==> config.mk <==
export PLATFORM = sky130hd
export DESIGN_NAME = message_ring_buffer_unit
export DESIGN_NICKNAME = d
export VERILOG_FILES = /design/src/design/mrb_pkg.sv /design/src/design/mrb_store.sv /design/src/design/mrb_ctrl.sv /design/src/design/message_ring_buffer_unit.sv
export SDC_FILE = /design/constraint.sdc
export NUM_CORES = 2
export LEC_CHECK = 0
export ABC_CLOCK_PERIOD_IN_PS = 6850
export BUFFER_PORTS_ARGS = -buffer_cell sky130_fd_sc_hd__buf_2
export CORE_ASPECT_RATIO = 0.9
export CORE_MARGIN = 3
export CORE_UTILIZATION = 57
export DETAILED_ROUTE_END_ITERATION = 12
export PLACE_DENSITY = 0.76
export SKIP_CTS_REPAIR_TIMING = 1
export SYNTH_ARGS = -nofsm -noshare
export SYNTH_HDL_FRONTEND = slang
export SYNTH_SLANG_ARGS = --single-unit
==> constraint.sdc <==
create_clock -name clk -period 6.85 [get_ports clk]
set_input_delay 0.685 -clock clk [delete_from_list [all_inputs] [get_ports clk]]
set_output_delay 0.685 -clock clk [all_outputs]
set_load 0.01 [all_outputs]
==> src/design/mrb_pkg.sv <==
// Shared types, constants and helpers for the message ring buffer unit.
// Depends on nothing; every other design file takes names from here by scope.
`timescale 1ns / 1ps
`default_nettype none

package mrb_pkg;

  // Number of byte entries in the ring.
  localparam int unsigned CAPACITY = 256;
  localparam int unsigned PTR_W    = $clog2(CAPACITY);
  localparam int unsigned CNT_W    = $clog2(CAPACITY + 1);

  localparam logic [CNT_W-1:0] CAP_CNT = CNT_W'(CAPACITY);

  // Result status codes.
  localparam logic [2:0] ST_PENDING  = 3'd0;
  localparam logic [2:0] ST_ACCEPTED = 3'd1;
  localparam logic [2:0] ST_REJECTED = 3'd2;
  localparam logic [2:0] ST_READ     = 3'd3;
  localparam logic [2:0] ST_EMPTY    = 3'd4;

  // Request codes.
  localparam logic REQ_PUSH = 1'b0;
  localparam logic REQ_POP  = 1'b1;

  typedef struct packed {
    logic       req_type;
    logic [7:0] push_byte;
  } mrb_in_t;

  typedef struct packed {
    logic [2:0]       status;
    logic [7:0]       pop_byte;
    logic             end_of_message;
    logic [CNT_W-1:0] accepted_length;
    logic [CNT_W-1:0] space_free;
    logic             data_available;
  } mrb_out_t;

  // Access request from the controller to the byte store.
  typedef struct packed {
    logic             wr_en;
    logic [PTR_W-1:0] wr_addr;
    logic [7:0]       wr_data;
    logic             rd_en;
    logic [PTR_W-1:0] rd_addr;
  } mrb_mem_req_t;

  // Advance a ring pointer, wrapping after the last entry.
  function automatic logic [PTR_W-1:0] next_index(input logic [PTR_W-1:0] p);
    logic [PTR_W-1:0] r;
    if (p == PTR_W'(CAPACITY - 1)) begin
      r = '0;
    end else begin
      r = p + PTR_W'(1);
    end
    return r;
  endfunction

endpackage

`default_nettype wire

==> src/design/mrb_store.sv <==
// Byte store of the message ring buffer: one write port, one read port,
// registered read data. Depends on mrb_pkg for widths and the request struct.
`timescale 1ns / 1ps
`default_nettype none

module mrb_store (
  input  wire logic                clk,
  input  wire mrb_pkg::mrb_mem_req_t mem_req,
  output logic [7:0]               rd_data
);

  logic [7:0] mem [mrb_pkg::CAPACITY];

  always_ff @(posedge clk) begin
    if (mem_req.wr_en) begin
      mem[mem_req.wr_addr] <= mem_req.wr_data;
    end
  end

  always_ff @(posedge clk) begin
    if (mem_req.rd_en) begin
      rd_data <= mem[mem_req.rd_addr];
    end
  end

endmodule

`default_nettype wire

==> src/design/mrb_ctrl.sv <==
// Pointer and count control of the message ring buffer, with the result register.
// Depends on mrb_pkg; drives the byte store through an mrb_mem_req_t.
`timescale 1ns / 1ps
`default_nettype none

module mrb_ctrl (
  input  wire logic                  clk,
  input  wire logic                  rst_n,
  input  wire logic                  start,
  output logic                       busy,
  input  wire mrb_pkg::mrb_in_t      in_item,
  output logic                       out_strobe,
  output mrb_pkg::mrb_out_t          out_item,
  output mrb_pkg::mrb_mem_req_t      mem_req,
  input  wire logic [7:0]            rd_data
);

  typedef enum logic [1:0] {
    S_IDLE = 2'b01,
    S_READ = 2'b10
  } state_t;

  state_t                      st_r, st_nxt;
  logic [mrb_pkg::PTR_W-1:0]   rd_ptr_r, rd_ptr_nxt;
  logic [mrb_pkg::PTR_W-1:0]   cm_ptr_r, cm_ptr_nxt;
  logic [mrb_pkg::PTR_W-1:0]   tn_ptr_r, tn_ptr_nxt;
  logic [mrb_pkg::CNT_W-1:0]   cnt_r, cnt_nxt;
  logic [mrb_pkg::CNT_W-1:0]   pend_r, pend_nxt;
  logic                        ovf_r, ovf_nxt;
  logic                        out_strobe_r, out_strobe_nxt;
  mrb_pkg::mrb_out_t           out_item_r, out_item_nxt;

  logic [mrb_pkg::CNT_W-1:0]   space_now;
  logic [mrb_pkg::CNT_W-1:0]   acc_len;
  logic                        fits;

  assign space_now = mrb_pkg::CAP_CNT - cnt_r;
  assign fits      = (pend_r < space_now) && !ovf_r;
  assign acc_len   = pend_r + mrb_pkg::CNT_W'(1);

  always_comb begin
    st_nxt         = st_r;
    rd_ptr_nxt     = rd_ptr_r;
    cm_ptr_nxt     = cm_ptr_r;
    tn_ptr_nxt     = tn_ptr_r;
    cnt_nxt        = cnt_r;
    pend_nxt       = pend_r;
    ovf_nxt        = ovf_r;
    out_strobe_nxt = 1'b0;
    out_item_nxt   = out_item_r;
    mem_req        = '0;

    unique case (st_r)
      S_IDLE: begin
        if (start) begin
          out_item_nxt.pop_byte        = 8'd0;
          out_item_nxt.end_of_message  = 1'b0;
          out_item_nxt.accepted_length = '0;
          out_item_nxt.space_free      = space_now;
          out_item_nxt.data_available  = (cnt_r != '0);
          if (in_item.req_type == mrb_pkg::REQ_PUSH) begin
            out_strobe_nxt = 1'b1;
            if (in_item.push_byte != 8'd0) begin
              out_item_nxt.status = mrb_pkg::ST_PENDING;
              if (fits) begin
                mem_req.wr_en   = 1'b1;
                mem_req.wr_addr = tn_ptr_r;
                mem_req.wr_data = in_item.push_byte;
                tn_ptr_nxt      = mrb_pkg::next_index(tn_ptr_r);
                pend_nxt        = pend_r + mrb_pkg::CNT_W'(1);
              end else begin
                ovf_nxt = 1'b1;
              end
            end else begin
              if (fits) begin
                mem_req.wr_en   = 1'b1;
                mem_req.wr_addr = tn_ptr_r;
                mem_req.wr_data = 8'd0;
                tn_ptr_nxt      = mrb_pkg::next_index(tn_ptr_r);
                cm_ptr_nxt      = mrb_pkg::next_index(tn_ptr_r);
                cnt_nxt         = cnt_r + acc_len;
                out_item_nxt.status          = mrb_pkg::ST_ACCEPTED;
                out_item_nxt.accepted_length = acc_len;
                out_item_nxt.space_free      = mrb_pkg::CAP_CNT - (cnt_r + acc_len);
                out_item_nxt.data_available  = 1'b1;
              end else begin
                tn_ptr_nxt          = cm_ptr_r;
                out_item_nxt.status = mrb_pkg::ST_REJECTED;
              end
              pend_nxt = '0;
              ovf_nxt  = 1'b0;
            end
          end else begin
            if (cnt_r == '0) begin
              out_strobe_nxt      = 1'b1;
              out_item_nxt.status = mrb_pkg::ST_EMPTY;
            end else begin
              // The byte arrives from the store in the next cycle.
              mem_req.rd_en   = 1'b1;
              mem_req.rd_addr = rd_ptr_r;
              rd_ptr_nxt      = mrb_pkg::next_index(rd_ptr_r);
              cnt_nxt         = cnt_r - mrb_pkg::CNT_W'(1);
              st_nxt          = S_READ;
            end
          end
        end
      end
      S_READ: begin
        out_strobe_nxt               = 1'b1;
        out_item_nxt.status          = mrb_pkg::ST_READ;
        out_item_nxt.pop_byte        = rd_data;
        out_item_nxt.end_of_message  = (rd_data == 8'd0);
        out_item_nxt.accepted_length = '0;
        out_item_nxt.space_free      = space_now;
        out_item_nxt.data_available  = (cnt_r != '0);
        st_nxt                       = S_IDLE;
      end
      default: begin
        st_nxt = S_IDLE;
      end
    endcase
  end

  always_ff @(posedge clk) begin
    if (!rst_n) begin
      st_r         <= S_IDLE;
      rd_ptr_r     <= '0;
      cm_ptr_r     <= '0;
      tn_ptr_r     <= '0;
      cnt_r        <= '0;
      pend_r       <= '0;
      ovf_r        <= 1'b0;
      out_strobe_r <= 1'b0;
    end else begin
      st_r         <= st_nxt;
      rd_ptr_r     <= rd_ptr_nxt;
      cm_ptr_r     <= cm_ptr_nxt;
      tn_ptr_r     <= tn_ptr_nxt;
      cnt_r        <= cnt_nxt;
      pend_r       <= pend_nxt;
      ovf_r        <= ovf_nxt;
      out_strobe_r <= out_strobe_nxt;
    end
  end

  always_ff @(posedge clk) begin
    out_item_r <= out_item_nxt;
  end

  assign busy       = (st_r != S_IDLE);
  assign out_strobe = out_strobe_r;
  assign out_item   = out_item_r;

endmodule

`default_nettype wire

==> src/design/message_ring_buffer_unit.sv <==
// A push or a pop of an empty buffer gives its result through the result register alone;
// a pop of a committed byte passes the store's read register, then the result register.
// Throughput: one push per cycle while busy is low; a pop of data holds busy for one cycle.
// Reset (synchronous, rst_n low) clears all pointers, counts and flags at once; the byte
// store keeps its contents and needs no clearing pass. The receiver cannot stall results.
// Top level of the message ring buffer; depends on mrb_pkg, mrb_ctrl and mrb_store.
`timescale 1ns / 1ps
`default_nettype none

module message_ring_buffer_unit (
  input  wire logic             clk,
  input  wire logic             rst_n,
  input  wire logic             start,
  output logic                  busy,
  input  wire mrb_pkg::mrb_in_t in_item,
  output logic                  out_strobe,
  output mrb_pkg::mrb_out_t     out_item
);

  // Requests from the controller to the byte store. Writes always land in the
  // tentative region ahead of the commit pointer, and reads only touch committed
  // entries, so a read never meets a write to the same entry in flight.
  mrb_pkg::mrb_mem_req_t mem_req;

  // Registered read data of the store, valid in the cycle after a read request.
  logic [7:0] rd_data;

  // The controller holds the ring pointers, the committed count, the length of the
  // message being assembled and its overflow flag. It also owns the result register,
  // so each result is shown for exactly one cycle with out_strobe high.
  mrb_ctrl u_ctrl (
    .clk        (clk),
    .rst_n      (rst_n),
    .start      (start),
    .busy       (busy),
    .in_item    (in_item),
    .out_strobe (out_strobe),
    .out_item   (out_item),
    .mem_req    (mem_req),
    .rd_data    (rd_data)
  );

  // Single-port-write, single-port-read byte store with registered read data.
  mrb_store u_store (
    .clk     (clk),
    .mem_req (mem_req),
    .rd_data (rd_data)
  );

endmodule

`default_nettype wire
==> impl_results.md <==
* Worst-margin pin slew at between 1 and 1.5 ns
* Die Width at 414.2 µm
* DP Area at 88,120 µm²
* Clock slew at reported path FFs at ~0.070 ns
* Layout cells sized above 1 at around a tenth
* Input/output buffers at 44
* FMAX at 165.8 MHz
* Worst-path maximum fanout at 13
* Max Root-Sink Buffers at 3
* Worst path required time at between 7 and 8 ns
* Final min period at 6.031 ns
* Levels on crit path at 15
* Synth warn at 0
* Critical R2R Capture: u_store.mem[153][7]
* Syn Area/Cell at 15.21 µm²
* R2R Path Start: u_ctrl.cnt_r[1]
* Pwr Density at 299.5 nW/µm²
* DRT Wirelength at between 200,000 and 250,000 µm
* Max incr delay on CP at 0.88 ns
* VDD IR max at 0.0002717 V
* Post-layout nets at 5,659
* Most common flop cell mapped by yosys: edfxtp_1
* Finished Core Util at a little under two thirds
* Pleak at 29.99 nW
* Crit path launch: u_ctrl.cnt_r[1]
* DRT Pass-1 Iters at 8
* Final Cell Area at 94,370 µm²
* Initial antenna violation count at 6
* RePlAce Congestion at 0.9206
* Crit path to: u_store.mem[153][7]
* Fill cells at 10,320
* GRT Overall Usage at 29.91%
* CP arrival at approximately 6.5 ns
* Total CTS buffers at 194
* Post-synth top cells: 2,087 x edfxtp_1, 426 x mux2i_1, 423 x a21oi_1, 378 x nand2_1, 354 x nor2_1
* Async set-or-reset flop fraction in the synthesized netlist at 0%
* CP top delay family: simple AND/OR/NAND/NOR gates
* Final Cycle Share at 88.05%
* Crit path cell chain: inv_1 -> ha_1 -> nand2_1 -> or3_1 -> or3_1 -> inv_1 -> ha_1 -> ha_1 -> a211oi_1 -> nand3_1 -> buf_4 -> nor3b_1 -> nand2_1 -> buf_4 -> nor2_1
* Residual DRC count at 0
* Initial Util at 57.54%
* Final Setup Violations at 0
* CP Class: reg -> reg
* Vias in the first global route at 50,460
* Post-synth EDFFs at 2,087
* Via Count at 53,240
* Largest net degree at the start of global routing at 112
* Die area at 154,600 µm²
* Vias per cell at 6.857
* Clock Latency Late Sink at 0.86 ns
* Max cap viols at 0
* Area contributors post-synth: edfxtp_1 73%, mux2i_1 5.0%, a21oi_1 2.5%
* RSZ-0062 raised after global routing: false
* Status: finished, final reports clean
* Global-route wire length before repair at 341,200 µm
* # rows at 134
* Vert. Die Dim at 373.4 µm
* Hold Fails Final Rpt at 0
* Slew Limit Fails at 0
* Core Region at 148,500 µm²
* I/O pins at 45
* Post-synth top area share at 73.33%
* Register area share after synthesis at 74.40%
* Worst path bufs/invs at 4
* H-tree Lvls at 4
* Drt initial violations at roughly 8,500
* Post-route ant nets at 0
* Clock sinks at 2,133
* CTS tree: done
* Clock Skew at 0.05169 ns
* Mapped Area at approximately 85,000 µm²
* Syn Inst Count at 5,620
* Slowest cell on crit path: nand2_1
* WL per Instance at ~30 µm
* CP Capture Type: flop
* Cell variety after synth at just under 70
* R2R cell count at 15
* Grt ovf at 0
* Count of state elements after synthesis at around 2,100
* Fin Hold WS at 0.1640 ns
* CP most frequent cell: ha_1
* Cell type with the largest total area after synthesis: edfxtp_1
* CP startpoint kind: flop
* Relative slew slack at 13.30%
* Worst reg-to-reg setup slack at 0.82 ns
* DPL Wire Length at roughly 140,000 µm
* Area delta synth->final at 10.42%
* Hold Crit Class: in -> reg
* CTS Root Cell: clkbuf_16
* Most frequent cell after synthesis: edfxtp_1
* Synth Net Count at about 5,700
-- placed cells by master (no fill, tap or decap), drive strengths merged, types with 24 or more instances in the layout --
master,instances
clkbuf,246
nand2,382
nand3,62
nor2,354
o211ai,36
o22ai,224
and3,26
o221ai,211
nor3,68
o21ai,117
a31oi,30
clkinv,87
inv,27
edfxtp,2087
ha,24
and2,24
a21oi,423
mux2i,426
a211oi,117
nor2b,95
mux2,67
dfxtp,46
o31ai,26
buf,222
a22oi,151
-- how the worst min path moves through the flow --
stage                       start                  to  slack (ns)  depth (start not counted)
2_1_floorplan      u_ctrl.st_r[1]      u_ctrl.st_r[1]        0.45                          2
3_3_place_gp   u_ctrl.cm_ptr_r[3]  u_ctrl.cm_ptr_r[3]        0.46                          2
3_5_place_dp   u_ctrl.cm_ptr_r[0]  u_ctrl.cm_ptr_r[0]        0.48                          2
4_1_cts                     start      u_ctrl.st_r[1]        0.11                          3
5_1_grt                     start      u_ctrl.st_r[1]        0.16                          3
6_report                    start      u_ctrl.st_r[1]        0.16                          3
-- worst reg2reg max path: stages (launching register included) --
cell      delay, ns
dfxtp_1        0.34
inv_1          0.13
ha_1           0.24
nand2_1        0.10
or3_1          0.39
or3_1          0.41
inv_1          0.09
ha_1           0.24
ha_1           0.31
a211oi_1       0.58
nand3_1        0.15
buf_4          0.22
nor3b_1        0.41
nand2_1        0.88
buf_4          0.54
nor2_1         0.62
-- per-stage QoR --
stage / power (mW) / setup slack (ns) / cells / setup TNS [ns]
6_report: 28.26 / 0.8186 / 7764 / 0
4_1_cts: 28.25 / 0.9919 / 7759 / 0
2_1_floorplan: 16.86 / -0.4430 / 5620 / -226.82
3_3_place_gp: 17.72 / 0.2722 / 7398 / 0
5_1_grt: 28.98 / 0.5399 / 7759 / 0
3_5_place_dp: 17.77 / 1.049 / 7398 / 0
-- cell type report --
type | count | area (µm²) | area share (%)
antenna | 5 | 12.51 | 0.01326
clock buffer | 246 | 5092 | 5.396
clock inverter | 115 | 1145 | 1.213
inverter | 19 | 71.32 | 0.07557
multi-input combinational | 3052 | 20000 | 21.19
sequential | 2133 | 63590 | 67.39
tap | 1972 | 2467 | 2.614
timing repair buffer | 222 | 1994 | 2.113
-- metal layers --
layer	vias up	GRT usage [%]	routed length, µm	part of all wire, %
met3	660	8.898	33070	14
met4	6	13.92	12280	5.2
li1	22210	-	-	-
met2	4118	44.54	105100	45
met5	-	0	49	0.021
met1	26250	40.90	85370	36
-- state kept, by name, summed over array words and instances, names as in the netlist, 2 cells and up --
name / flops
u_store.mem: 2048
u_ctrl.out_item: 31
u_ctrl.cnt_r: 9
u_ctrl.pend_r: 9
u_ctrl.cm_ptr_r: 8
u_ctrl.rd_ptr_r: 8
u_ctrl.tn_ptr_r: 8
u_store.rd_data: 8
u_ctrl.st_r: 2
-- power breakdown --
part | internal (mW) | switching (mW) | leakage (nW)
logic | 0.880 | 1.93 | 7.39
registers | 14.7 | 0.0976 | 19.6
clock network | 5.93 | 4.77 | 3.04
-- kinds of logic (layout without fill, tap and decap cells) --
| kind of cell | after synthesis | count (layout) | share of synthesized area, % |
|---|---|---|---|
| flops | 2133 | 2133 | 74.40 |
| buf+inv | 435 | 602 | 2.385 |
| xor+xnor | 37 | 37 | 0.3792 |
| fa+ha+maj | 25 | 25 | 0.3748 |
| mux | 493 | 493 | 5.872 |
| other cells | 0 | 5 | 0 |
| simple gates | 1078 | 1078 | 5.624 |
| compound gates | 1419 | 1419 | 10.96 |
Note: power is estimated with default switching activity, not from simulation.
